<file path="src/sv/tkm_ram.sv">
// ----------------------------------------------------------------------------
// tkm_ram: generic single-port RAM
// One write and one read per cycle, both at the same address; read data is registered.
// ----------------------------------------------------------------------------
`default_nettype none

module tkm_ram #(
	parameter int WIDTH = 8,
	parameter int DEPTH = 16
) (
	input  wire logic                     clk,
	input  wire logic                     we,
	input  wire logic                     re,
	input  wire logic [$clog2(DEPTH)-1:0] addr,
	input  wire logic [WIDTH-1:0]         wdata,
	output logic      [WIDTH-1:0]         rdata
);

	logic [WIDTH-1:0] mem_q [DEPTH];

	always_ff @(posedge clk) begin
		if (we) begin
			mem_q[addr] <= wdata;
		end
		if (re) begin
			rdata <= mem_q[addr];
		end
	end

endmodule

`default_nettype wire
</file>
<file path="config.mk">
export PLATFORM = sky130hd
export DESIGN_NAME = tkm_ram
export DESIGN_NICKNAME = d
export VERILOG_FILES = /design/src/sv/tkm_ram.sv
export SDC_FILE = /design/constraint.sdc
export NUM_CORES = 1
export LEC_CHECK = 0
export BUFFER_PORTS_ARGS = -buffer_cell sky130_fd_sc_hd__buf_2
export CORE_MARGIN = 2
export CORE_UTILIZATION = 50
export CTS_BUF_LIST = sky130_fd_sc_hd__clkbuf_8
export CTS_CLUSTER_DIAMETER = 80
export DETAILED_ROUTE_END_ITERATION = 12
export PLACE_DENSITY_LB_ADDON = 0.08
export SLEW_MARGIN = 5
export SYNTH_ARGS = -nofsm -noshare
export SYNTH_HDL_FRONTEND = slang
export SYNTH_SLANG_ARGS = --single-unit
</file>
<file path="constraint.sdc">
create_clock -name clk -period 3.2 [get_ports clk]
set_clock_uncertainty 0.15 [all_clocks]
set_input_delay 0.64 -clock clk [delete_from_list [all_inputs] [get_ports clk]]
set_output_delay 0.64 -clock clk [all_outputs]
set_load 0.03 [all_outputs]
</file>
# --- After elaboration in Yosys (flattened, before gate mapping) ---
# Memories as Yosys holds them, arrays and structs flattened. A register that Yosys moved wholly into a read port is not among the register bits.
# Index checks and enable logic that the tools add are counted.
classes:
  mux: 2
op_table:
  columns: ["cell", "count"]
  rows:
  - ["2-to-1 mux 1 bit", 2]
totals:
  ff_bits: 0
  mem_bits_rw: 128
  output_inout_bits: 8
  word_cells: 3
  n_memories: 1
memory_table:
  columns: ["name", "depth", "width", "rd", "rd_ports_with_merged_regs", "write_ports", "line", "rtl"]
  rows:
  - ["mem_q", 16, 8, 1, 1, 1, "19", "logic [WIDTH-1:0] mem_q [DEPTH];"]

# --- Longest topological paths before layout ---
# Gate-level depths: netlist of the first run.
logic_depth:
  depth_word: 2
  ltp_mapped: 5
  mapped_depth_nobuf: 3

# --- Least setup slack after synthesis of the first run ---
# No wires, ideal clock.
synth_path:
  kind: "in2reg"
  start: "input port addr[2]"
  end: "memory mem_q[0][0], enable pin"
  setup_ns: 0.383
  t_arrival_ns: 1.750
  required_time_ns: 2.667
  path_slack_ns: 0.917
  stages: 2
  n_path_buf: 0
  cell_sequence: "or3b_2 -> nor3_1"
synth_rtl:
  columns: ["item", "line", "rtl"]
  rows:
  - ["start: declaration", "14", "input wire logic [$clog2(DEPTH)-1:0] addr,"]
  - ["end: declaration", "19", null]
# No word-level cell before the write port.

==> impl_summary.log, run 1 <==
INFO  metric outcome = finished clean
INFO  metric clockBufferDepth = 2
INFO  metric hold_buffers = 0
INFO  metric power.share.switching = 0.2035
INFO  metric hold-path-cell-count = 1
INFO  metric total_switching_power = 0.0007224 W
INFO  metric drt_pre_antenna_iters = 5
INFO  metric cp-end-kind = flop
INFO  metric initial_utilization = 0.5077
INFO  metric period_minus_slack = ~2.4 ns
INFO  metric min-delay-path-class = primary input to flop
INFO  metric holdPathEnd = rdata[0]
INFO  metric power_frac_comb = 0.056
INFO  metric cellLeakagePower = a little under 2 nW
INFO  metric post_synth.cell_area_avg = 22.38 um^2
INFO  metric detailed_route_wire_length_per_cell = 22.87 um
INFO  metric prevailing_post_synth_register_cell = edfxtp_1
INFO  metric cp-start-kind = primary input
INFO  metric hpwl = 6.298 mm
INFO  metric die_width = about 110 um
INFO  metric coreArea = 10,140 um^2
INFO  metric clock_tree_from_tritoncts = done
INFO  metric setup_viol_count_final = 0
INFO  metric tritoncts.num_buffers = 17
INFO  metric worst-r2r-setup-slack = 1.56 ns
INFO  metric synthesized_netlist_net_count = between 200 and 250
INFO  metric timing.critical_path.fanout_max = 22
INFO  metric design.portCount = 23
INFO  metric synth_area_leaders = edfxtp_1, mux4_2, a22oi_1
INFO  metric cts.repair.resized = 0
INFO  metric drtAntennaViolNets = 0
INFO  metric vdd_drop_max = 0.0002454 V
INFO  metric hold_viol_final = 0
INFO  metric clock_power_share = 0.376
INFO  metric io_buffer_count = 22
INFO  metric global_route.overflow_total = 0
INFO  metric chip_height = 105.5 um
INFO  metric track_usage = 0.1973
INFO  metric core.rowCount = 37
INFO  metric maxSlewViolCount = 0
INFO  metric critical_path_arrival = approximately 2.4 ns
INFO  metric clk_root_buffer_cell = clkbuf_8
INFO  metric antenna_cells_inserted = 0
INFO  metric seq_area = 4084 um^2
INFO  metric clk-insertion-delay-late = 0.43 ns
INFO  metric grt_setup_unrepaired = false
INFO  metric regToRegEndpoint = rdata[0]
INFO  metric final_min_period_over_clock_period = 0.7438
INFO  metric drc = 0
INFO  metric worstSetupStartpoint = addr[0]
INFO  metric flow.area_growth_from_synthesis = 14.68%
INFO  metric yosys_warnings = 0
INFO  metric clkTransAtPathRegs = 0.07 ns
INFO  metric number_of_enable_flip_flop_cells_after_synthesis = approximately 140
INFO  metric dieArea = 11,120 um^2
INFO  metric internal-power = 0.002827 W
INFO  metric worst-setup-path-type = primary input to flop
INFO  metric power-per-cell-area = 601.2 nW/um^2
INFO  metric grt_pass1_wl = 15.21 mm
INFO  metric num-fill-cells = 755
INFO  metric vias = 2,391
INFO  metric first_global_vias = around 2,500
INFO  metric number_of_storage_elements_in_the_synthesis_netlist = 136
INFO  metric postRouteWirelength = 9.833 mm
INFO  metric number_of_nets_in_the_layout = 296
INFO  metric max_slew_margin = 0.3875
INFO  metric postCtsSetupBuffers = 0
INFO  metric synth_top_area_frac = 0.7934
INFO  metric clock.fmax = between 0.4 and 0.5 GHz
INFO  metric first_iter_violations = 149
INFO  metric maxCapViolations = 0
INFO  metric layout-drive-gt1-share = 0.3435
INFO  metric synth-seq-area-share = 0.7934
INFO  metric finalWeightedCongestion = 0.7038
INFO  metric grt_antenna_before_repair = 0
INFO  metric multi_input_comb_area = 1003 um^2
INFO  metric async_flop_share = 0
INFO  metric timing_worst_slew_pin_value = ~0.92 ns
INFO  metric synthesis.area = ~5100 um^2
INFO  metric synth_top_area_cell = edfxtp_1
INFO  metric grt_max_degree = 35
INFO  metric htree_num_levels = 4
INFO  metric tns = 0 ns
INFO  metric hold_path.startpoint = re
INFO  metric cts_sinks = 136
INFO  metric seq_power_share = 0.568
INFO  metric data_required_time_of_the_critical_path = 3.23 ns
INFO  metric crit-reg2reg-launch = mem_q[3][0]
INFO  metric synthesis.instances = 230
INFO  metric totalPowerFinal = 0.003549 W
INFO  metric synth_cell_type_count = 17
INFO  metric worstRegToRegCells = 3
INFO  metric viasPerCell = 5.560
[logic make-up (layout without fill, tap and decap cells)]
group,count (synthesis),after routing,synth area share
compound gates,16,16,0.02334
buf+inv,11,75,0.01167
flops,136,136,0.7934
mux,32,32,0.1400
simple gates,35,35,0.03160
[cells in the mapped netlist, types with 2 or more instances]
cell / n
a22oi_1: 16
buf_1: 4
buf_2: 2
buf_6: 2
clkbuf_1: 2
edfxtp_1: 136
mux4_2: 32
nand2_1: 9
nand2b_1: 2
nand3b_1: 2
nor2_1: 13
nor2b_1: 2
nor3_1: 4
[power groups by stage]
stage	Combinational, W	Sequential [W]	Clock (W)
5_1_grt	0.000216	0.00202	0.00145
2_1_floorplan	0.000103	0.00207	0
3_3_place_gp	0.000201	0.00205	0
4_1_cts	0.000204	0.00202	0.00137
6_report	0.000199	0.00202	0.00133
3_5_place_dp	0.000204	0.00205	0
[per-stage QoR]
stage	cells	worst slack, ns	hold WS [ns]	cell area (um^2)	util
final	430	0.8198	0.4367	5903	0.5823
after global routing	430	0.7362	0.4062	5903	0.5823
after CTS	430	0.7941	0.4034	5903	0.5823
after detailed placement	398	0.3195	0.5944	5525	0.5450
after global placement	398	0.3629	0.5853	5525	0.5450
after floorplan	230	0.9170	0.5603	5147	-
[critical path, cell delays in order]
cell,delay [ns]
buf_2,0.55
buf_4,0.30
mux4_2,0.51
a22oi_1,0.30
nand2_1,0.10
[per-layer routing]
layer	wire, um	up-vias	share of wire	GRT usage
met1	4496	1245	0.46	0.2809
met3	467	12	0.047	0.04947
met5	0	-	0	0
met2	4732	61	0.48	0.2986
li1	-	1073	-	-
met4	136	0	0.014	0.07429
[worst max-delay path by stage]
stage | to | slack (ns)
final | rdata[5] | 0.82
after global routing | rdata[5] | 0.74
after CTS | rdata[5] | 0.79
after detailed placement | rdata[5] | 0.32
after global placement | rdata[5] | 0.36
after floorplan | mem_q[0][0] | 0.92
[cell usage in the layout (no fill, tap or decap), types with 3 or more instances in the layout]
cell	synthesis	final
nor3_1	4	4
clkinv_2	0	4
clkinv_1	0	4
inv_1	0	3
bufinv_16	0	3
edfxtp_1	136	136
clkbuf_8	0	17
buf_2	2	22
nor2_1	13	13
buf_4	0	21
a22oi_1	16	16
nand2_1	9	9
mux4_2	32	32
[final cells by class]
type,count,area share
Sequential cell,136,0.6918
Timing Repair Buffer,43,0.04536
Clock inverter,15,0.02437
Clock buffer,17,0.03964
Multi-Input combinational cell,83,0.1700
Tap cell,136,0.02883
[state kept, by name (all words and copies together), names as in the netlist]
signal  cells
mem_q     128
rdata       8
Power figures use the tool's default switching activity.
==> run 2: changes to the inputs <==
clock period = 2 ns   (was 3.2 ns; I/O delays follow)
==> impl_summary.log, run 2 (synthesis gave the netlist of run 1 again) <==
INFO  metric outcome = finished clean
INFO  metric holdPathEnd = rdata[1]
INFO  metric antenna_cells_inserted = 0 (unchanged)
INFO  metric largest_registers = mem_q (128), rdata (8)
INFO  metric regToRegEndpoint = rdata[0]
INFO  metric power_frac_comb = 0.060 (+0.004)
INFO  metric detailed_route_wire_length_per_cell = 21.99 um (-3.8%)
INFO  metric tns = 0 ns (unchanged)
INFO  metric setup_viol_count_final = 0 (unchanged)
INFO  metric hold_path.startpoint = re
INFO  metric min-delay-path-class = primary input to flop
INFO  metric vdd_drop_max = 0.0004983 V (+100%)
INFO  metric io_buffer_count = 22 (unchanged)
INFO  metric worst-r2r-setup-slack = 0.32 ns (-1.24 ns)
INFO  metric hpwl = 6.679 mm (+6.1%)
INFO  metric power-per-cell-area = 937.5 nW/um^2 (+56%)
INFO  metric clk_root_buffer_cell = clkbuf_8
INFO  metric hold_ws = 0.2051 ns (-0.2315 ns)
INFO  metric hold_viol_final = 0 (unchanged)
INFO  metric htree_num_levels = 4 (unchanged)
INFO  metric flip_flop_count_of_the_largest_register_all_copies_and_words_added = 128 (unchanged)
INFO  metric crit-reg2reg-launch = mem_q[3][0]
INFO  metric coreArea = 10,140 um^2 (unchanged)
INFO  metric clockBufferDepth = 2 (unchanged)
INFO  metric maxCapViolations = 0 (unchanged)
INFO  metric totalPowerFinal = 0.005722 W (+61%)
INFO  metric max_slew_margin = 0.5157 (+0.1282)
INFO  metric timing.critical_path.fanout_max = 10 (-55%)
INFO  metric design.portCount = 23 (unchanged)
INFO  metric cellLeakagePower = 2.037 nW (+4.7%)
INFO  metric hold-path-cell-count = 1 (unchanged)
INFO  metric worst-setup-path-type = primary input to flop
INFO  metric final_min_period_over_clock_period = 0.8800
INFO  metric finalWeightedCongestion = 0.7755 (+10%)
INFO  metric first_global_vias = 2,572 (+3.0%)
INFO  metric viasPerCell = 5.471 (-1.6%)
INFO  metric internal-power = 0.004459 W (+58%)
INFO  metric global_route.overflow_total = 0 (unchanged)
INFO  metric power.share.switching = 0.2207 (+0.01712)
INFO  metric layout-drive-gt1-share = 0.4006 (+0.05710)
INFO  metric clock_tree_from_tritoncts = done
INFO  metric vias = 2,451 (+2.5%)
INFO  metric seq_power_share = 0.563 (-0.005)
INFO  metric hold_buffers = 0 (unchanged)
INFO  metric grt_setup_unrepaired = false
INFO  metric period_minus_slack = 1.760 ns
INFO  metric total_switching_power = 0.001263 W (+75%)
INFO  metric core.rowCount = 37 (unchanged)
INFO  metric clkTransAtPathRegs = 0.08 ns (about the same)
INFO  metric die_width = 105.5 um (unchanged)
INFO  metric largest_register = mem_q
INFO  metric drc = 0 (unchanged)
INFO  metric clock_power_share = 0.376 (about the same)
INFO  metric cts_sinks = 136 (unchanged)
INFO  metric flow.area_growth_from_synthesis = 18.57%
INFO  metric tritoncts.num_buffers = 17 (unchanged)
INFO  metric postRouteWirelength = 9.852 mm (+0.19%)
INFO  metric cp-end-kind = flop
INFO  metric number_of_nets_in_the_layout = 314 (+6.1%)
INFO  metric grt_pass1_wl = 14.86 mm (-2.3%)
INFO  metric drt_pre_antenna_iters = 4 (-1)
INFO  metric data_required_time_of_the_critical_path = 2.01 ns (-1.22 ns)
INFO  metric timing_worst_slew_pin_value = 0.7250 ns (-0.1904 ns)
INFO  metric maxSlewViolCount = 0 (unchanged)
INFO  metric layout_common_cells = edfxtp_1, buf_4, mux4_2, buf_2, clkbuf_8
INFO  metric track_usage = 0.1910 (-0.006282)
INFO  metric num-fill-cells = 727 (-3.7%)
INFO  metric cts.repair.resized = 0 (unchanged)
INFO  metric layout.cells.most_common = edfxtp_1
INFO  metric worstRegToRegCells = 3 (unchanged)
INFO  metric chip_height = 105.5 um (unchanged)
INFO  metric grt_antenna_before_repair = 1 (+1)
INFO  metric drtAntennaViolNets = 0 (unchanged)
INFO  metric cp-start-kind = primary input
INFO  metric dieArea = 11,120 um^2 (unchanged)
INFO  metric critical_path_arrival = 1.77 ns (-0.64 ns)
INFO  metric grt_max_degree = 26 (-26%)
INFO  metric clk-insertion-delay-late = 0.43 ns (about the same)
INFO  metric first_iter_violations = 130 (-13%)
INFO  metric clock.fmax = 0.5682 GHz
INFO  metric initial_utilization = 0.5077 (unchanged)
INFO  metric postCtsSetupBuffers = 0 (unchanged)
## run 2: cell count changes in the layout (fill, tap and decap cells not counted), moves of 3 or more
cell / before / now
clkinv_4: 0 / 3
inv_1: 3 / 0
buf_12: 0 / 4
clkinvlp_4: 1 / 5
buf_4: 21 / 35
clkinv_2: 4 / 1
## run 2: per-stage QoR
step / setup slack [ns] / cells / instance area [um^2] / utilization
after detailed placement: -0.1751 / 416 / 5715 / 0.5637
after floorplan: 0.01189 / 230 / 5152 / -
after global routing: 0.2478 / 448 / 6103 / 0.6020
final: 0.2400 / 448 / 6103 / 0.6020
after CTS: 0.2735 / 448 / 6103 / 0.6020
after global placement: -0.1372 / 416 / 5715 / 0.5637
## run 2: worst max-delay path by stage
| stage | slack (ns) | depth (start not counted) | startpoint | end |
|---|---|---|---|---|
| after floorplan | 0.01 | 3 | addr[1] | mem_q[12][0] |
| after global placement | -0.14 | 5 | addr[0] | rdata[0] |
| after global routing | 0.25 | 5 | addr[0] | rdata[0] |
| after detailed placement | -0.18 | 5 | addr[0] | rdata[0] |
| final | 0.24 | 5 | addr[0] | rdata[0] |
| after CTS | 0.27 | 5 | addr[0] | rdata[0] |
## run 2: final cells by class
type / count / area [um^2] / share of cell area
Clock buffer: 17 / 234.0 / 0.03834
Clock inverter: 15 / 153.9 / 0.02522
Multi-Input combinational cell: 83 / 1008 / 0.1652
Sequential cell: 136 / 4084 / 0.6691
Tap cell: 136 / 170.2 / 0.02788
Timing Repair Buffer: 61 / 452.9 / 0.07421
## run 2: critical path: stages
cell,delay (ns)
buf_2,0.15
buf_4,0.24
mux4_2,0.51
a22oi_1,0.36
nand2_1,0.11
## run 2: power groups by stage
| stage | logic (W) | clock network, W | registers [W] |
|---|---|---|---|
| finish | 0.000344 | 0.00215 | 0.00322 |
| global route | 0.000371 | 0.00232 | 0.00323 |
| CTS | 0.000349 | 0.00219 | 0.00322 |
| detailed placement | 0.000349 | 0 | 0.00329 |
| global placement | 0.000347 | 0 | 0.00329 |
| floorplan | 0.000165 | 0 | 0.00331 |
## run 2: routing by layer
layer  vias to the layer above  global-route usage  part of all wire
met4                         2             0.06286             0.014
met3                        13             0.05133             0.045
met2                        67              0.3060              0.49
li1                       1111                   -                 -
met5                         -                   0            0.0013
met1                      1258              0.2574              0.45
